==> src/hw/rtl/dofn_pkg.sv <==
// Shared types and constants for the freedom numbering block.
// No dependencies.
package dofn_pkg;

  localparam int NODE_W = 12;   // node_index width
  localparam int NUM_W  = 14;   // freedom number width
  localparam int COMP_W = 2;    // component field width
  localparam int DIMS_W = 2;    // active_dims width

  localparam int MAX_NODES_DEF = 4096;
  localparam int MAX_DIMS_DEF  = 3;

  localparam logic [DIMS_W-1:0] DIMS_RESET = 2'd2;

  // front-to-back queue, power of two
  localparam int QUEUE_DEPTH = 2;
  localparam int QPTR_W      = $clog2(QUEUE_DEPTH);

  // config port
  localparam int APB_AW = 3;
  localparam int APB_DW = 32;
  localparam logic [APB_AW-3:0] REG_ACTIVE_DIMS = 1'b0;  // word index

  typedef struct packed {
    logic                 assigned;
    logic [NUM_W-1:0]     num;
  } dofn_entry_t;

  typedef struct packed {
    logic full;
    logic empty;
  } dofn_qstat_t;

  typedef struct packed {
    logic clearing;
  } dofn_bstat_t;

  typedef enum logic [1:0] {
    ST_CLEAR,
    ST_IDLE,
    ST_EMIT
  } dofn_state_t;

endpackage

==> src/hw/rtl/dofn_queue.sv <==
// Short FIFO between front and back end.
// Depends on dofn_pkg.
module dofn_queue #(
  parameter int ENTRY_W = 14
) (
  input  logic                  clk,
  input  logic                  rst,
  input  logic                  push,
  input  logic [ENTRY_W-1:0]    push_data,
  input  logic                  pop,
  output logic [ENTRY_W-1:0]    pop_data,
  output dofn_pkg::dofn_qstat_t qstat
);
  import dofn_pkg::*;

  logic [ENTRY_W-1:0] slots [QUEUE_DEPTH];
  logic [QPTR_W-1:0]  wr_ptr;
  logic [QPTR_W-1:0]  rd_ptr;
  logic [QPTR_W:0]    count;

  assign qstat.full  = (count == (QPTR_W + 1)'(QUEUE_DEPTH));
  assign qstat.empty = (count == '0);
  assign pop_data    = slots[rd_ptr];

  always_ff @(posedge clk) begin
    if (push) begin
      slots[wr_ptr] <= push_data;
    end
  end

  always_ff @(posedge clk) begin
    if (rst) begin
      wr_ptr <= '0;
      rd_ptr <= '0;
      count  <= '0;
    end else begin
      if (push) begin
        wr_ptr <= wr_ptr + 1'b1;
      end
      if (pop) begin
        rd_ptr <= rd_ptr + 1'b1;
      end
      if (push && !pop) begin
        count <= count + 1'b1;
      end else if (pop && !push) begin
        count <= count - 1'b1;
      end
    end
  end

endmodule

==> config.mk <==
export PLATFORM = sky130hd
export DESIGN_NAME = dofn_queue
export DESIGN_NICKNAME = d
export VERILOG_FILES = /design/src/hw/rtl/dofn_pkg.sv /design/src/hw/rtl/dofn_queue.sv
export SDC_FILE = /design/constraint.sdc
export NUM_CORES = 1
export LEC_CHECK = 0
export ABC_AREA = 1
export ABC_CLOCK_PERIOD_IN_PS = 1800
export BUFFER_PORTS_ARGS = -buffer_cell sky130_fd_sc_hd__buf_2
export CORE_ASPECT_RATIO = 1.5
export CORE_MARGIN = 2
export CORE_UTILIZATION = 30
export CTS_CLUSTER_DIAMETER = 150
export DETAILED_ROUTE_END_ITERATION = 7
export MAX_ROUTING_LAYER = met4
export SYNTH_ARGS = -nofsm -noshare
export SYNTH_HDL_FRONTEND = slang
export SYNTH_SLANG_ARGS = --single-unit
==> constraint.sdc <==
create_clock -name clk -period 1.8 [get_ports clk]
set_input_delay 0 -clock clk [delete_from_list [all_inputs] [get_ports clk]]
set_output_delay 0 -clock clk [all_outputs]
set_load 0.1 [all_outputs]
==> flow_summary.toml <==
[floorplan]
die_area_um2 = 4660
io_pins = 34
num_rows = 28
die_w_um = 56.4
core_region_area_um2 = 3960
start_util = 0.312
die_h_um = 82.6

[sta]
fin_worst_skew_ns = 0.00134
finalWorstSetupSlack_ns = 0.255
worst_pin_slew_ns = 0.580
fin_tns_setup_ns = 0
max_freq_mhz = 647
slew_viol_final = 0
finalCritPeriodShare = 0.858
hold_viol_final = 0
setup_viol = 0
relSlewSlack = 0.613
period_minus_slack_ns = 1.55
rsz0062_at_grt = "false"

[place]
place_ws_ns = 0.524
hpwlAfterDp_um = 1460
io_buffers = 33
placed_cell_area_um2 = 1460
place.gp.congestion = 0.605

[setup_path]
path_class = "reg -> out"
max_stage_delay_ns = 0.39
endpoint_kind = "output port"
arrival_ns = 1.55
cp_max_fo = 11
worstPathRequired_ns = 1.80
start_kind = "register"
crit_path_top_delay_cell = "dfxtp_1"
crit_chain = "buf_4 -> mux2_2 -> buf_2"

[cts]
clk_pin_slew_ns = 0.06
cts_sinks = 33
cts_tree = "done"
cts-root-buf = "clkbuf_8"
cts_resized = 0
clock_latency_ns = 0.27
htree_levels = 2
cts_buffers = 5
cts.path.max_buffers = 2

[power]
ir_drop_mv = 0.904
power_density_nw_per_um2 = 1100
p_total_mw = 1.85
cellLeakagePower_nw = 0.686

[synth]
synth_common_cells = "edfxtp_1 (28), mux2_2 (14), inv_1 (9), nor2_1 (7)"
yosysSeqAreaShare = 0.761
synth_top_area_frac = 0.680
synthCells = 76
yosysMostFrequentCell = "edfxtp_1"
postSynthAreaPerCell_um2 = 16.3
synth_area_leaders = "edfxtp_1 (68%), mux2_2 (13%), dfxtp_1 (8.1%)"
syn-cell-area_um2 = 1240
yosysTopAreaCell = "edfxtp_1"
ys_warn_count = 0
synth_edf_count = 28
synthArstFlopShare = 0
synth.distinct_cells = 14
yosys_register_bits = 33
ys.flop_type = "edfxtp_1"
syn-num-nets = 95

[detailed_routing]
final_antenna_net_count = 0
first_pass_iters = 3
wl_um = 2020
viasPerCell = 4.32
vias = 764
post_drt_wl_per_cell_um = 11.4
drc = 0
drt_iter0_markers = 10

[global_route]
grt_pass1_wl_um = 3260
overflow = 0
grt_antenna_before_repair = 0
grt_pass1_vias = 764
grt_max_degree = 16
track_usage = 0.100

[layout]
final_cell_area_um2 = 1690
n_fill_cell = 375
fin_util = 0.426
area_growth_pct = 36.5
ff_latch_area_um2 = 941
antennaDiodeCount = 0
drive_gt1_frac = 0.409
layout.nets = 151
multiInputGateArea_um2 = 250

[run_status]
status = "completed"

[min_path]
hold_class = "in -> reg"

[flow_run]
maxCapViolCount = 0
[through the flow]
step	hold slack, ns	cells
2_1_floorplan	0.0724	76
3_3_place_gp	0.191	155
3_5_place_dp	0.191	155
4_1_cts	0.00802	177
5_1_grt	0.0327	177
6_report	0.0108	177
[final cells by class]
type,instances,share of cell area
flip-flops and latches,33,0.557
clock inverters,1,0.00222
inverters,9,0.0200
multi-input cells,33,0.148
well taps,45,0.0334
repair buffers,50,0.196
clock buffers,6,0.0430
[where the power goes]
| part | total (mW) | switching, mW | internal, mW |
|---|---|---|---|
| clock | 0.479 | 0.219 | 0.260 |
| sequential | 0.897 | 0.0171 | 0.880 |
| combinational | 0.478 | 0.367 | 0.111 |
[cells by family after synthesis]
logic type,share of synthesized area
compound gates,0.00809
xor+xnor,0.00709
fa+ha+maj,0.0101
buf+inv,0.0364
flops,0.761
mux,0.128
simple gates,0.0496
[cells in the final DEF (no fill, tap or decap)]
cell and instances:
a21oi_1 1, o21ai_0 1, nor2_1 7, clkbuf_8 5
inv_1 9, buf_2 33, dlygate4sd3_1 15, mux2_2 14
nor3_1 1, edfxtp_1 28, xnor2_1 1, buf_4 2
nand4_1 1, nand2_1 5, dfxtp_1 5, ha_1 1
nand3_1 1, clkbuf_1 1, clkinv_1 1
[registers in the layout (all words and copies together) (netlist names), named ones only]
signal / flops
count: 2
wr_ptr: 1
rd_ptr: 1
slots: 28
[worst paths after layout]
check	slack, ns	depth (start not counted)	endpoint	startpoint
max reg2reg	0.56	2	slots[0][13]	wr_ptr
min	0.01	3	register	pop
max	0.25	3	pop_data[11]	register
min reg2reg	0.51	2	wr_ptr	wr_ptr
[repair_timing]
| action | CTS | global route |
|---|---|---|
| setup buffers | 0 | 0 |
| setup endpoints to repair | 0 | 0 |
| hold endpoints to repair | 31 | 0 |
| hold buffers | 15 | 0 |
[critical path: cells and delay by family (launching register included)]
kind	cells	cell delay [ns]
buf+inv	2	0.52
flops	1	0.39
mux	1	0.35
[metal layers]
metal / wire, µm / track usage
met1: 754 / 0.0927
met2: 1120 / 0.178
met3: 103 / 0.0327
met4: 50 / 0.0643
met5: 0 / -
Note: power is estimated with default switching activity, not from simulation.
