<file path="src/hw/rtl/dofn_pkg.sv">
// Shared types and constants for the freedom numbering block.
// No dependencies.
package dofn_pkg;

  localparam int NODE_W = 12;   // node_index width
  localparam int NUM_W  = 14;   // freedom number width
  localparam int COMP_W = 2;    // component field width
  localparam int DIMS_W = 2;    // active_dims width

  localparam int MAX_NODES_DEF = 4096;
  localparam int MAX_DIMS_DEF  = 3;

  localparam logic [DIMS_W-1:0] DIMS_RESET = 2'd2;

  // front-to-back queue, power of two
  localparam int QUEUE_DEPTH = 2;
  localparam int QPTR_W      = $clog2(QUEUE_DEPTH);

  // config port
  localparam int APB_AW = 3;
  localparam int APB_DW = 32;
  localparam logic [APB_AW-3:0] REG_ACTIVE_DIMS = 1'b0;  // word index

  typedef struct packed {
    logic                 assigned;
    logic [NUM_W-1:0]     num;
  } dofn_entry_t;

  typedef struct packed {
    logic full;
    logic empty;
  } dofn_qstat_t;

  typedef struct packed {
    logic clearing;
  } dofn_bstat_t;

  typedef enum logic [1:0] {
    ST_CLEAR,
    ST_IDLE,
    ST_EMIT
  } dofn_state_t;

endpackage

</file>
<file path="src/hw/rtl/dofn_front.sv">
// Front end: config register, input channel, request classification.
// Depends on dofn_pkg.
module dofn_front #(
  parameter int MAX_NODES = dofn_pkg::MAX_NODES_DEF,
  parameter int MAX_DIMS  = dofn_pkg::MAX_DIMS_DEF,
  localparam int NODE_AW  = (MAX_NODES > 1) ? $clog2(MAX_NODES) : 1
) (
  input  logic                            clk,
  input  logic                            rst,
  input  logic                            psel,
  input  logic                            penable,
  input  logic                            pwrite,
  input  logic [dofn_pkg::APB_AW-1:0]     paddr,
  input  logic [dofn_pkg::APB_DW-1:0]     pwdata,
  output logic [dofn_pkg::APB_DW-1:0]     prdata,
  output logic                            pready,
  input  logic                            node_valid,
  output logic                            node_stall,
  input  logic [dofn_pkg::NODE_W-1:0]     node_index,
  input  dofn_pkg::dofn_qstat_t           qstat,
  input  dofn_pkg::dofn_bstat_t           bstat,
  output logic                            push,
  output logic [NODE_AW+dofn_pkg::DIMS_W-1:0] push_data
);
  import dofn_pkg::*;

  localparam int IDX_CMP_W = 17;

  logic [DIMS_W-1:0]    active_dims;
  logic [DIMS_W-1:0]    eff_dims;
  logic [IDX_CMP_W-1:0] idx_ext;
  logic                 in_range;
  logic                 accept;
  logic                 reg_hit;

  assign reg_hit = (paddr[APB_AW-1:2] == REG_ACTIVE_DIMS);
  assign pready  = 1'b1;

  always_ff @(posedge clk) begin
    if (rst) begin
      active_dims <= DIMS_RESET;
    end else if (psel && penable && pwrite && reg_hit) begin
      active_dims <= pwdata[DIMS_W-1:0];
    end
  end

  always_comb begin
    prdata = '0;
    if (reg_hit) begin
      prdata = APB_DW'(active_dims);
    end
  end

  // saturate to the built-in component count
  assign eff_dims = (active_dims > DIMS_W'(MAX_DIMS)) ? DIMS_W'(MAX_DIMS) : active_dims;

  assign idx_ext  = IDX_CMP_W'(node_index);
  assign in_range = (idx_ext < IDX_CMP_W'(MAX_NODES));

  assign node_stall = bstat.clearing || qstat.full;
  assign accept     = node_valid && !node_stall;

  // requests with no active component or an out-of-range node are dropped here
  assign push      = accept && in_range && (eff_dims != '0);
  assign push_data = {idx_ext[NODE_AW-1:0], eff_dims};

endmodule

</file>
<file path="config.mk">
export PLATFORM = sky130hd
export DESIGN_NAME = dofn_front
export DESIGN_NICKNAME = d
export VERILOG_FILES = /design/src/hw/rtl/dofn_pkg.sv /design/src/hw/rtl/dofn_front.sv
export SDC_FILE = /design/constraint.sdc
export NUM_CORES = 1
export LEC_CHECK = 0
export ABC_AREA = 1
export BUFFER_PORTS_ARGS = -buffer_cell sky130_fd_sc_hd__buf_2
export CORE_UTILIZATION = 25
export DETAILED_ROUTE_END_ITERATION = 8
export GPL_TIMING_DRIVEN = 0
export PLACE_DENSITY = 0.86
export SLEW_MARGIN = 20
export SYNTH_ARGS = -nofsm -noshare
export SYNTH_HDL_FRONTEND = slang
export SYNTH_SLANG_ARGS = --single-unit
export TNS_END_PERCENT = 100
</file>
<file path="constraint.sdc">
create_clock -name clk -period 2.2 [get_ports clk]
set_clock_uncertainty 0.2 [all_clocks]
set_input_delay 0.22 -clock clk [delete_from_list [all_inputs] [get_ports clk]]
set_output_delay 0.22 -clock clk [all_outputs]
set_load 0.005 [all_outputs]
</file>
==> impl_metrics.yaml, run 1 <==
routing:
  first_pass_iters: 3
  via_count: 476
  vias_per_cell: 3.07
  drtAntennaViolNets: 0
  drtIter0Drc: 4
  routedWlPerCell_um: 5.29
  drc_errors: 0
  finalWirelength_um: 820
logic_synthesis:
  synth.most_common_cell: "buf_4"
  synth_edf_count: 0
  syn_area_per_cell_sq_um: 6.70
  syn-instance-count: 70
  synth_cell_type_count: 12
  ys_seq_area_share_pct: 8.53
  netlist_top_cells_area: "buf_4 (69%), dfxtp_1 (8.5%), inv_1 (4.8%)"
  synthFlopType: "dfxtp_1"
  yosys_warnings: 0
  ys_top_cells_by_count: "buf_4 (43), inv_1 (6), nor2_1 (6)"
  synth_async_sr_flop_share_pct: 0
  synth_top_area_share_pct: 68.8
  syn_area_sq_um: 469
  yosysTopAreaCell: "buf_4"
  ys_ff_latch: 2
cts:
  clock_sinks: 2
  ctsRootBufferMaster: "clkbuf_4"
  cts_buffers: 3
  cts_max_level: 1
  cts_setup_buffers: 0
  cts_tree: "done"
  clockBufferDepth: 2
  clk-insertion-delay-late_ns: 0.22
  postCtsHoldBufs: 0
  path_clk_slew_ns: 0.03
  postCtsResizedCells: 0
placement:
  place_hpwl_um: 786
  port-buffer-count: 28
  place_ws_ns: 1.04
  gp_congestion: 0.629
pwr:
  p_per_area_nw_per_um2: 289
  leakagePower_uw: 0.000533
  irDropWorstVdd_mv: 0.209
global_route:
  grt_pass1_wl_um: 931
  grt_pass1_vias: 258
  grt_usage_pct: 6.68
  grt_antenna_before_repair: 0
  grt_overflow: 0
  grt_max_degree: 5
timing:
  rsz0062_at_grt: "false"
  fmax_mhz: 774
  maxSlewViolCount: 0
  finalCritPeriodShare_pct: 58.7
  finalHoldViolCount: 0
  finalWorstSetupSlack_ns: 0.908
  min_period_ns: 1.29
  finalSetupTns_ns: 0
  setup_viol: 0
setup_path:
  worstPathCellList: "o21ai_0, nor2_1, buf_2"
  cp.required_ns: 1.78
  critPathKind: "flip-flop to output port"
  cp_slowest_cell: "dfxtp_1"
  start_kind: "flip-flop"
  critPathMaxStageDelay_ns: 0.32
  crit_fanout: 4
  arrival_ns: 0.87
  end_kind: "output port"
die:
  die_h_um: 45.3
  ios: 105
  rows: 15
  die_w_um: 45.3
  core-area_sq_um: 1750
  initial_core_util_pct: 26.9
  die_area_sq_um: 2050
finish:
  top_register: "active_dims"
  largest_register_ffs: 2
  largestRegisters: "active_dims (2)"
  antenna_cells: 0
  layout-drive-gt1-share_pct: 59.2
  fin_nets: 188
  num-fill-cells: 201
  syn2layout_area_growth_pct: 64.5
flow_run:
  maxCapViolCount: 0
run_status:
  status: "completed"
hold_path:
  hp-class: "primary input to flip-flop"
cell usage in the layout (no fill, tap or decap):
master and instances:
nand2_1 3, conb_1 31, buf_4 43, dfxtp_1 2, nor2_2 1, nand2_2 1
o21ai_0 2, nor2_1 6, inv_2 1, clkbuf_4 3, nand3_1 2, buf_2 28
inv_1 6, or2_1 1
kinds of logic after synthesis:
family	after synthesis	synth area share, %
buf+inv	50	74.4
other cells	2	1.60
compound gates	2	2.13
simple gates	14	13.3
flops	2	8.53
path summary, 6_finish.rpt:
path / end / slack (ns) / start / cells past startpoint
max: push / 0.91 / active_dims[0]$_SDFFE_PP0P_ / 3
min: active_dims[1]$_SDFFE_PP1P_ / 0.01 / rst / 3
max reg2reg: active_dims[1]$_SDFFE_PP1P_ / 1.40 / active_dims[1]$_SDFFE_PP1P_ / 2
min reg2reg: active_dims[1]$_SDFFE_PP1P_ / 0.32 / active_dims[1]$_SDFFE_PP1P_ / 2
power breakdown:
group | leakage (uW) | switching [uW] | internal (uW)
logic | 0.000503 | 37.8 | 68.0
clock network | 0.0000138 | 17.9 | 59.9
registers | 0.0000163 | 1.25 | 37.9
total | 0.000533 | 56.9 | 166
worst max-delay path, delay by kind of cell, from the launching register on:
family          cells  cell delay (ns)
compound gates      1             0.16
flops               1             0.32
simple gates        1             0.05
buf+inv             1             0.12
final cells by class:
cell class,count,area (sq um),share of cell area [%]
buffer,43,323,41.8
multi-input combinational,47,189,24.5
timing repair buffer,28,140,18.2
sequential,2,40.0,5.19
tap,25,31.3,4.05
inverter,7,26.3,3.40
clock buffer,3,22.5,2.92
through the flow:
step | hold slack [ns] | instance area (sq um) | utilization [%] | power, uW | instances
after floorplan | 0.140 | 578 | - | 118 | 99
after global placement | 0.231 | 749 | 42.9 | 143 | 152
after detailed placement | 0.243 | 749 | 42.9 | 144 | 152
after CTS | 0.0125 | 772 | 44.2 | 226 | 155
after global routing | 0.00961 | 772 | 44.2 | 249 | 155
final | 0.0147 | 772 | 44.2 | 223 | 155
layer usage:
| metal | track usage (%) | vias up | part of all wire, % |
|---|---|---|---|
| li1 | - | 253 | - |
| met1 | 5.74 | 182 | 34 |
| met2 | 12.2 | 41 | 48 |
| met3 | 4.80 | 0 | 17 |
| met4 | 1.82 | 0 | 0 |
| met5 | 0 | - | 0 |
Power figures use the tool's default switching activity.
==> inputs of run 2 (changes only) <==
Settings changed: CORE_UTILIZATION 25 to 23, PLACE_DENSITY 0.86 to 0.8.
Clock period 2.2 ns to 1.2 ns, I/O delays scaled along.
==> run 2 against run 1 <==
Sequential power up 83%. Die area grew 8.3%. Via count increased by 1.7%. Critical path type unchanged. Largest cell class unchanged.
==> impl_metrics.yaml, run 2 (same netlist as run 1, synthesis figures left out) <==
setup_path:
  cp_slowest_cell: "dfxtp_4"
  reg2reg_slack_ns: 0.39
  worstPathCellList: "o21ai_2, nor2_1, buf_2"
  critPathKind: "flip-flop to output port"
  arrival_ns: 0.84
  crit_fanout: 4
  start_kind: "flip-flop"
  critPathMaxStageDelay_ns: 0.35
  end_kind: "output port"
  cp.required_ns: 0.88
finish:
  fin_nets: 190
  top_register: "active_dims"
  largestRegisters: "active_dims (2)"
  antenna_cells: 0
  layout_commonest_cell: "buf_4"
  fin_util_pct: 44.1
  final_cell_mix: "buf_4 (43), conb_1 (31), buf_2 (28)"
  instances_no_fill: 157
  largest_register_ffs: 2
  layout-drive-gt1-share_pct: 62.1
  fin_area_sq_um: 803
  syn2layout_area_growth_pct: 71.2
routing:
  first_pass_iters: 1
  via_count: 484
  drc_errors: 0
  drtAntennaViolNets: 0
  vias_per_cell: 3.08
  drtIter0Drc: 0
  routedWlPerCell_um: 6.05
  finalWirelength_um: 950
timing:
  rsz0062_at_grt: "true"
  fmax_mhz: 864
  maxSlewViolCount: 0
  finalCritPeriodShare_pct: 96.4
  finalWorstSetupSlack_ns: 0.0428
  min_period_ns: 1.16
  finalHoldViolCount: 0
  finalSetupTns_ns: 0
  setup_viol: 0
cts:
  clockBufferDepth: 2
  clock_sinks: 2
  cts_tree: "done"
  cts_setup_buffers: 0
  path_clk_slew_ns: 0.03
  clk-insertion-delay-late_ns: 0.23
  ctsRootBufferMaster: "clkbuf_4"
  cts_buffers: 3
  cts_max_level: 1
die:
  initial_core_util_pct: 25.8
  die_w_um: 47.2
  ios: 105
  rows: 15
  die_area_sq_um: 2220
  die_h_um: 47.2
  core-area_sq_um: 1820
pwr:
  p_sw_share_pct: 27.9
  p_per_area_nw_per_um2: 534
  power_frac_comb_pct: 47.1
  irDropWorstVdd_mv: 0.323
  p_seq_share_pct: 16.7
  cellInternalPower_uw: 309
  p_sw_uw: 120
  leakagePower_uw: 0.000542
  p_clk_share_pct: 36.2
placement:
  place_inst: 152
  gp_congestion: 0.573
  place_hpwl_um: 867
  place_ws_ns: 0.205
  port-buffer-count: 28
  placed_cell_area_sq_um: 749
global_route:
  grt_antenna_before_repair: 0
  grt_max_degree: 5
  grt_pass1_wl_um: 1070
  grt_pass1_vias: 286
  grt_overflow: 0
  grt_usage_pct: 7.28
run_status:
  status: "completed"
flow_run:
  maxCapViolCount: 0
hold_path:
  hp-class: "primary input to flip-flop"
[run 2: worst max-delay path, delay by kind of cell (launching register included)]
family                 cells  cell delay [ns]
flip-flops                 1             0.35
buffers and inverters      1             0.12
AO/OA/AOI/OAI              1             0.10
AND/OR/NAND/NOR            1             0.04
[run 2: per-layer routing]
metal	global-route usage [%]	vias up	part of all wire [%]
met5	0	-	0
met4	3.43	0	0
met3	4.62	0	8.4
met2	13.6	34	59
met1	5.87	194	33
li1	-	256	-
[run 2: cell type report]
cell class                 count  area, sq um
buffer                        43          323
timing repair buffer          30          160
inverter                       7         26.3
fill                         176         1020
tap                           25         31.3
multi-input combinational     47          195
clock buffer                   3         22.5
sequential                     2         45.0
[run 2: path summary, 6_finish.rpt]
path,cells after the start,end,from
worst max register to register,2,active_dims[1]$_SDFFE_PP1P_,active_dims[1]$_SDFFE_PP1P_
worst max-delay path,3,push,active_dims[1]$_SDFFE_PP1P_
worst min-delay path,4,active_dims[1]$_SDFFE_PP1P_,pwrite
worst min register to register,2,active_dims[0]$_SDFFE_PP0P_,active_dims[0]$_SDFFE_PP0P_
[run 2: power groups by stage]
stage / combinational [uW] / clock [uW] / sequential [uW]
after floorplan: 145 / 0 / 72.3
final: 202 / 155 / 71.5
after CTS: 197 / 157 / 72.7
after global placement: 188 / 0 / 72.7
after global routing: 227 / 174 / 72.1
after detailed placement: 192 / 0 / 73.0
[run 2: what timing repair did]
action	in CTS	in global routing
hold endpoints to repair	2	0
gates resized for setup	3	4
setup endpoints to repair	1	2
pin swaps	0	1
cloned	0	0
hold buffers	2	0
[run 2: through the flow]
stage | hold WS, ns | power [uW]
4_1_cts | 0.0349 | 427
6_report | 0.0259 | 429
3_3_place_gp | 0.127 | 261
5_1_grt | 0.0370 | 473
2_1_floorplan | 0.0397 | 217
3_5_place_dp | 0.142 | 265
==> inputs of run 3 (changes only) <==
Settings changed: CORE_MARGIN from default to 2, MAX_ROUTING_LAYER from default to met4, PLACE_DENSITY 0.8 to 0.85.
==> run 3 against run 2 <==
Wire length is 4.7% lower. Utilization down 2.8 points. Sequential share of layout area stayed put. Fmax is 0.93% higher. Design area did not move. Die area grew 8.7%. Largest cell class unchanged.
==> impl_metrics.yaml, run 3 (same netlist as run 1, synthesis figures left out) <==
pwr:
  p_per_area_nw_per_um2: 515
  leakagePower_uw: 0.000543
  irDropWorstVdd_mv: 0.566
timing:
  min_period_ns: 1.15
  finalSetupTns_ns: 0
  rsz0062_at_grt: "false"
  maxSlewViolCount: 0
  finalCritPeriodShare_pct: 95.5
  finalWorstSetupSlack_ns: 0.0535
  setup_viol: 0
  finalHoldViolCount: 0
  fmax_mhz: 872
finish:
  instances_no_fill: 159
  multi_input_area_sq_um: 193
  final_cell_mix: "buf_4 (43), conb_1 (31), buf_2 (28)"
  largest_register_ffs: 2
  layout-drive-gt1-share_pct: 60.6
  num-fill-cells: 217
  antenna_cells: 0
  ff_latch_area_sq_um: 45.0
  syn2layout_area_growth_pct: 71.2
  fin_nets: 190
  largestRegisters: "active_dims (2)"
  top_register: "active_dims"
  layout_commonest_cell: "buf_4"
routing:
  drtAntennaViolNets: 0
  via_count: 450
  routedWlPerCell_um: 5.69
  finalWirelength_um: 905
  vias_per_cell: 2.83
  drc_errors: 0
  first_pass_iters: 1
  drtIter0Drc: 0
hold_path:
  hp-class: "primary input to flip-flop"
placement:
  gp_congestion: 0.630
  port-buffer-count: 28
  place_inst: 154
  place_hpwl_um: 842
  place_ws_ns: 0.220
die:
  core-area_sq_um: 1940
  die_w_um: 49.2
  initial_core_util_pct: 24.2
  rows: 16
  die_area_sq_um: 2420
  die_h_um: 49.2
  ios: 105
cts:
  cts_tree: "done"
  clockBufferDepth: 2
  clk-insertion-delay-late_ns: 0.22
  ctsRootBufferMaster: "clkbuf_4"
  cts_setup_buffers: 0
  cts_buffers: 3
  path_clk_slew_ns: 0.03
  cts_max_level: 1
  clock_sinks: 2
global_route:
  grt_overflow: 0
  grt_max_degree: 5
  grt_antenna_before_repair: 0
  grt_pass1_wl_um: 1330
  grt_usage_pct: 7.05
  grt_pass1_vias: 335
setup_path:
  crit_fanout: 4
  start_kind: "flip-flop"
  critPathKind: "flip-flop to output port"
  cp.required_ns: 0.88
  end_kind: "output port"
  arrival_ns: 0.83
flow_run:
  maxCapViolCount: 0
run_status:
  status: "completed"
-- run 3: cell types whose count changed in the layout (fill, tap and decap cells not counted) --
cell    previous run  this run
inv_2              2         1
inv_1              5         6
nor2_2             2         1
nor2_1             5         6
-- run 3: where the power goes --
group | total (uW) | switching [uW] | internal (uW)
logic | 200 | 70.6 | 130
clock network | 142 | 32.5 | 110
registers | 71.2 | 2.86 | 68.3
-- run 3: critical path: stages (launching register included) --
cell	delay [ns]
dfxtp_2	0.33
o21ai_2	0.12
nor2_1	0.04
buf_2	0.12
-- run 3: routing by layer --
metal  routed length [um]  track usage (%)
met2                  465             11.7
met5                    0                -
met4                    0             1.43
met1                  303             7.26
met3                  136             3.99
-- run 3: layout make-up --
cell class	instances	share of cell area, %
timing repair buffer	30	19.9
buffer	43	40.2
clock buffer	3	2.80
inverter	7	3.27
multi-input combinational	47	24.0
sequential	2	5.61
tap	27	4.21
-- run 3: what timing repair did --
| item | CTS | global route |
|---|---|---|
| hold endpoints to repair | 2 | 0 |
| hold buffers | 2 | 0 |
| gates resized for setup | 3 | 2 |
| setup endpoints to repair | 1 | 1 |
| pin swaps | 0 | 1 |
-- run 3: per-stage QoR --
step                      hold WS [ns]  util (%)  power (uW)  area (sq um)
final                           0.0184      41.4         414           803
after global routing            0.0456      41.4         457           803
after CTS                       0.0231      41.0         422           797
after detailed placement         0.135      38.7         264           752
after global placement           0.132      38.7         262           752
after floorplan                 0.0397         -         217           578
-- run 3: worst paths after layout --
path	from	to	slack (ns)	cells past startpoint
setup / recovery	active_dims[1]$_SDFFE_PP1P_	push	0.05	3
hold reg to reg	active_dims[1]$_SDFFE_PP1P_	active_dims[1]$_SDFFE_PP1P_	0.31	2
hold / removal	pwdata[0]	active_dims[0]$_SDFFE_PP0P_	0.02	5
setup reg to reg	active_dims[1]$_SDFFE_PP1P_	active_dims[1]$_SDFFE_PP1P_	0.39	2
